===== src/sv/roirc_pkg.sv =====
`default_nettype none
// ----------------------------------------------------------------------------
// roirc_pkg
// Shared widths, codes and types of the region row/column mean block.
// ----------------------------------------------------------------------------
package roirc_pkg;

    // Store geometry
    localparam int MAX_WIDTH  = 4096;
    localparam int MAX_HEIGHT = 4096;
    localparam int COL_AW     = $clog2(MAX_WIDTH);

    // Field widths
    localparam int PIX_W      = 16;
    localparam int POS_W      = 12;
    localparam int DIM_W      = 13;
    localparam int MODE_W     = 2;
    localparam int SUM_W      = 28;
    localparam int MEAN_W     = 16;
    localparam int CFG_IDX_W  = 3;
    localparam int CFG_DATA_W = 13;

    // Register indexes
    localparam logic [CFG_IDX_W-1:0] CFG_MODE        = 3'd0;
    localparam logic [CFG_IDX_W-1:0] CFG_FRAME_WIDTH = 3'd1;
    localparam logic [CFG_IDX_W-1:0] CFG_ROI_X       = 3'd2;
    localparam logic [CFG_IDX_W-1:0] CFG_ROI_Y       = 3'd3;
    localparam logic [CFG_IDX_W-1:0] CFG_ROI_WIDTH   = 3'd4;
    localparam logic [CFG_IDX_W-1:0] CFG_ROI_HEIGHT  = 3'd5;

    // Mode codes; any other code gives both kinds
    localparam logic [MODE_W-1:0] MODE_COL  = 2'd0;
    localparam logic [MODE_W-1:0] MODE_ROW  = 2'd1;
    localparam logic [MODE_W-1:0] MODE_BOTH = 2'd2;

    // Result kinds
    localparam logic KIND_ROW = 1'b0;
    localparam logic KIND_COL = 1'b1;

    // Register reset values
    localparam logic [DIM_W-1:0] DIM_MAX_W = DIM_W'(MAX_WIDTH);
    localparam logic [DIM_W-1:0] DIM_MAX_H = DIM_W'(MAX_HEIGHT);

    typedef enum logic [1:0] {
        S_IDLE,
        S_UPD,
        S_DIV,
        S_PUT
    } t_state;

    // Divider request and response
    typedef struct packed {
        logic             start;
        logic [SUM_W-1:0] dividend;
        logic [DIM_W-1:0] divisor;
    } t_div_req;

    typedef struct packed {
        logic              done;
        logic [MEAN_W-1:0] quot;
    } t_div_rsp;

    // Force a dimension into 1..hi
    function automatic logic [DIM_W-1:0] clamp_dim(input logic [DIM_W-1:0] v,
                                                   input logic [DIM_W-1:0] hi);
        logic [DIM_W-1:0] r;
        if (v == '0) begin
            r = DIM_W'(1);
        end else if (v > hi) begin
            r = hi;
        end else begin
            r = v;
        end
        return r;
    endfunction

endpackage
`default_nettype wire


===== src/sv/roirc_div.sv =====
`default_nettype none
// ----------------------------------------------------------------------------
// roirc_div
// Restoring divider, one quotient bit per cycle, floor(sum / count).
// ----------------------------------------------------------------------------
module roirc_div (
    input  logic                i_clk,
    input  logic                i_rst_n,
    input  roirc_pkg::t_div_req i_req,
    output roirc_pkg::t_div_rsp o_rsp
);
    import roirc_pkg::*;

    localparam int CNT_W = $clog2(SUM_W);

    logic             r_busy;
    logic             r_done;
    logic [CNT_W-1:0] r_cnt;
    logic [SUM_W-1:0] r_q;
    logic [DIM_W-1:0] r_rem;
    logic [DIM_W-1:0] r_div;

    logic [DIM_W:0]   rem_sh;
    logic [DIM_W:0]   rem_sub;
    logic             ge;

    // One restoring step
    always_comb begin
        rem_sh  = {r_rem, r_q[SUM_W-1]};
        ge      = (rem_sh >= {1'b0, r_div});
        rem_sub = rem_sh - {1'b0, r_div};
    end

    // Sequence control
    always_ff @(posedge i_clk) begin
        if (!i_rst_n) begin
            r_busy <= 1'b0;
            r_done <= 1'b0;
            r_cnt  <= '0;
        end else begin
            r_done <= 1'b0;
            if (i_req.start) begin
                r_busy <= 1'b1;
                r_cnt  <= CNT_W'(SUM_W - 1);
            end else if (r_busy) begin
                r_cnt <= r_cnt - CNT_W'(1);
                if (r_cnt == '0) begin
                    r_busy <= 1'b0;
                    r_done <= 1'b1;
                end
            end
        end
    end

    // Datapath: shift in one quotient bit per cycle
    always_ff @(posedge i_clk) begin
        if (i_req.start) begin
            r_q   <= i_req.dividend;
            r_rem <= '0;
            r_div <= i_req.divisor;
        end else if (r_busy) begin
            r_q   <= {r_q[SUM_W-2:0], ge};
            r_rem <= ge ? rem_sub[DIM_W-1:0] : rem_sh[DIM_W-1:0];
        end
    end

    assign o_rsp.done = r_done;
    assign o_rsp.quot = r_q[MEAN_W-1:0];

endmodule
`default_nettype wire


===== config.mk =====
export PLATFORM = sky130hd
export DESIGN_NAME = roirc_div
export DESIGN_NICKNAME = d
export VERILOG_FILES = /design/src/sv/roirc_pkg.sv /design/src/sv/roirc_div.sv
export SDC_FILE = /design/constraint.sdc
export NUM_CORES = 1
export LEC_CHECK = 0
export ABC_AREA = 1
export BUFFER_PORTS_ARGS = -buffer_cell sky130_fd_sc_hd__buf_4
export CORE_ASPECT_RATIO = 0.9
export CORE_UTILIZATION = 40
export CTS_CLUSTER_SIZE = 10
export DETAILED_ROUTE_END_ITERATION = 8
export PLACE_DENSITY = 0.71
export SYNTH_ARGS = -nofsm -noshare
export SYNTH_HDL_FRONTEND = slang
export SYNTH_SLANG_ARGS = --single-unit

===== constraint.sdc =====
create_clock -name i_clk -period 4.82 [get_ports i_clk]
set_input_delay 0.241 -clock i_clk [delete_from_list [all_inputs] [get_ports i_clk]]
set_output_delay 0.241 -clock i_clk [all_outputs]
set_load 0.01 [all_outputs]

Yosys cells after proc, flatten, opt, wreduce, memory -nomap -nowiden. Index checks and enable logic that the tools add are counted.

Register bits after elaboration: 61. Bits of input ports: 44. Output and inout port bits: 17. Word-level logic and storage cells: 25.

Reductions and logical operators: 4. Bitwise logic cells: 2. Magnitude comparators: 1. $add $sub $neg: 2. Mux-type cells: 9.

Operator list (number): $mux 28 (2); $ge 14x13->1 (1); $mux 13 (1); $sub 13x13->13 (1); $mux 5 (2); $logic_not 5->1 (1); $sub 5x1->5 const B (1); $mux 1 (4); $reduce_or 3->1 (1); $not 1->1 (2); $reduce_bool 2->1 (1); $reduce_or 2->1 (1).

Longest topological paths before layout.
Depth after elaboration: 4. Mapped depth: 14.

Worst setup path before layout. OpenSTA, ideal clock, no wires.

Kind: flip-flop to flip-flop. Start: register r_q[27]. End: register r_q[0], data pin. Required time: 4.567 ns. Setup slack: 2.835 ns. Period minus slack after synthesis: 1.985 ns. Arrival time: 1.732 ns. Stages on the path, launching flop included: 14. Library setup time: 0.253 ns. Path buffers: 1. Cells stage by stage: edfxtp_1 > inv_1 > ha_1 > inv_1 > fa_1 > nand2_1 > nand2_1 > nand3_1 > nand2_1 > nand2_2 > nand3_4 > buf_8 > nand2_1 > nand2_1.

Word-level cells in the longest chain between the ends: 3.

RTL lines: from (decl) (line roirc_div.sv:19) `logic [SUM_W-1:0] r_q;`; from (signal assigned) (line roirc_div.sv:58) `r_q <= i_req.dividend;`; from (signal assigned) (line roirc_div.sv:62) `r_q <= {r_q[SUM_W-2:0], ge};`; $ge 14x13->1 (line roirc_div.sv:30) `ge = (rem_sh >= {1'b0, r_div});`; $mux 28 (line roirc_div.sv:61) `end else if (r_busy) begin`; $mux 28 (line roirc_div.sv:57) `if (i_req.start) begin`.

No other way between the ends. The select of a mux whose other input is x is not followed. A chain may end at the register's enable or synchronous reset.

Worst setup path in the final report. Same ends and word-level chain as after synthesis.

==> summary.md <==
| Metric | Value |
|---|---|
| Mapped Cells | `452` |
| Pwr Density | `302 nW/um^2` |
| Syn avg cell area | `7.93 sq um` |
| R2R depth | `12` |
| Cell mode on critical path | `nand2_1` |
| Maximum vdd drop | `0.158 mV` |
| Hold buffers post-CTS | `0` |
| Minimum clock period | `2340 ps` |
| First-pass GRT wire length | `12.7 mm` |
| Min-Delay Path Depth | `1` |
| Post-CTS Resized | `0` |
| Min Hold Slack | `80.0 ps` |
| TritonCTS clock tree | `done` |
| Area contributors post-synth | `edfxtp_1 (34%), nand2_1 (18%), dfxtp_1 (11%)` |
| Hold Violations, Final | `0` |
| Num CTS Buffers | `9` |
| Most common cell in the synthesized netlist | `nand2_1` |
| PortBufs | `60` |
| DR pass1 iterations | `4` |
| DRC viols | `0` |
| Area grow syn2layout | `16.4%` |
| Final period utilization | `0.486` |
| Worst Tran Pin Value | `1190 ps` |
| Vias in the first global route | `2,699` |
| Syn Nets | `511` |
| Yosys top cell by area | `edfxtp_1` |
| Critical path cell sequence | `inv_1, ha_1, inv_1, fa_1, nand2_1, nand2_1, nand3_1, nand2_1, nand2_2, nand3_4, nand2_1, nand2_1` |
| Largest net degree at the start of global routing | `49` |
| Worst rel slew slack | `0.206` |
| CTS Buffer Depth | `2` |
| Top cells by count, synth | `nand2_1 (171), inv_1 (66), edfxtp_1 (41)` |
| Status | `complete, no violations` |
| 1st-iter DRT viols | `154` |
| Clock transition at the registers of the reported paths | `70 ps` |
| Count of cell types in the netlist | `33` |
| Post-synth EDFFs | `41` |
| F_max | `427 MHz` |
| Cell row count | `32` |
| Placer Congestion | `0.913` |
| Antenna violations before repair | `0` |
| Power, Total | `0.00126 W` |
| Highest cell delay on the worst timing path | `440 ps` |
| Ys async rst share | `0` |
| Die H | `91.8 um` |
| Tot GR Track Use | `0.176` |
| Max-Cap Viols | `0` |
| Static Leak | `2.11 nW` |
| R2R Path End | `r_q[0]` |
| Startpoint types | `register` |
| Layout Nets | `551` |
| CORE AREA | `8650 sq um` |
| Tightest Hold Check Type | `in -> reg` |
| Post-synthesis sequential area ratio | `0.455` |
| Clock root buffer | `clkbuf_8` |
| Final setup TNS | `0 ps` |
| Ant diodes | `0` |
| Final setup fails | `0` |
| DP Worst Slack | `2450 ps` |
| Die ar. | `9340 sq um` |
| Clock sinks | `61` |
| Crit path DAT | `2420 ps` |
| Clk_skew | `6.79 ps` |
| Crit path capture type | `register` |
| Routed Antenna Nets | `0` |
| Number of setup buffers added after CTS | `0` |
| Register bit total from synthesis | `61` |
| R2R Path Start | `r_q[27]` |
| Synth Cell Area | `3580 sq um` |
| Clock latency on the worst-skew pair | `330 ps` |
| H-tree depth | `3` |
| Starting density of the core | `0.414` |
| Final slew viol count | `0` |
| Hold_sp | `i_req[9]` |
| Worst Slack Setup Final | `2480 ps` |
| Die width | `102 um` |
| Total wire length | `7.45 mm` |
| Grt ovf | `0` |
| Yosys warnings | `0` |
| Worst Path Max Fanout | `15` |
| CP Data Required Time | `4900 ps` |
| Via density | `4.70` |
| RSZ-0062 raised after global routing | `false` |
| Post-synth top flop | `edfxtp_1` |
| Slowest stage cell, crit path | `fa_1` |
| Number of top-level pins | `61` |
| CP Class | `reg -> reg` |
| Hpwl dp | `5.50 mm` |
| Wire length per cell | `12.1 um` |
| Hold Path Sink | `r_div[9]` |
| Fraction of layout cells with a size suffix above 1 | `0.201` |
| Post-synth top area share | `0.344` |
| Flop-to-flop setup slack | `2480 ps` |
| DR vias | `2,896` |
stage by stage:
| step | util | instance area (sq um) | instances |
|---|---|---|---|
| floorplan | - | 3580 | 452 |
| global placement | 0.460 | 3980 | 600 |
| detailed placement | 0.460 | 3980 | 600 |
| CTS | 0.482 | 4170 | 616 |
| global route | 0.482 | 4170 | 616 |
| finish | 0.482 | 4170 | 616 |
logic make-up (layout without fill, tap and decap cells):
family | count (synthesis) | count (layout) | share of synthesized area
fa+ha+maj | 15 | 15 | 0.0545
xor+xnor | 6 | 6 | 0.0147
flops | 61 | 61 | 0.455
buf+inv | 102 | 147 | 0.131
simple gates | 250 | 250 | 0.313
compound gates | 18 | 18 | 0.0314
placed cells by master, fill, tap and decap left out, types with 5 or more instances in the layout:
cell / instances
nand2_1: 171
inv_1: 66
buf_4: 60
edfxtp_1: 41
nand3_1: 26
dfxtp_1: 20
nand4_1: 19
ha_1: 14
nor2_1: 12
clkbuf_8: 10
o21ai_0: 7
nand2_2: 6
nand3_2: 6
inv_2: 5
metal layers:
layer	vias to the layer above	GRT usage	wire length, um
li1	1500	-	-
met1	1303	0.244	3590
met2	81	0.261	3270
met3	12	0.0534	480
met4	0	0.0543	111
met5	-	0	0
layout make-up:
| class | count | area (sq um) |
|---|---|---|
| fill | 851 | 4480 |
| sequential | 61 | 1630 |
| multi-input combinational | 289 | 1480 |
| timing repair buffer | 60 | 450 |
| inverter | 71 | 267 |
| tap | 119 | 149 |
| clock buffer | 12 | 145 |
| clock inverter | 4 | 47.5 |
worst max-delay path by stage:
stage / from / slack [ps] / to
after floorplan: r_q[27] / 2840 / r_q[0]
after global placement: i_req[41] / 2480 / r_q[10]
after detailed placement: i_req[41] / 2450 / r_q[13]
after CTS: r_q[27] / 2500 / r_q[0]
after global routing: r_q[27] / 2280 / r_rem[4]
final: r_q[27] / 2480 / r_q[0]
critical path, delay by kind of cell, from the launching register on:
family / cells / cell delay (ps)
flip-flops: 1 / 370
buffers and inverters: 2 / 160
adder cells (fa/ha/maj): 2 / 580
AND/OR/NAND/NOR: 8 / 990
flip-flops by register name (all words and copies together), names as in the netlist:
register  flops
r_q          28
r_cnt         5
r_done        1
r_rem        13
r_busy        1
r_div        13
power by group:
part | total [W] | internal [W] | switching, W | leakage, nW
logic | 0.000187 | 0.0000790 | 0.000108 | 1.43
clock network | 0.000446 | 0.000251 | 0.000195 | 0.0964
registers | 0.000626 | 0.000607 | 0.0000192 | 0.577
Power figures use the tool's default switching activity.
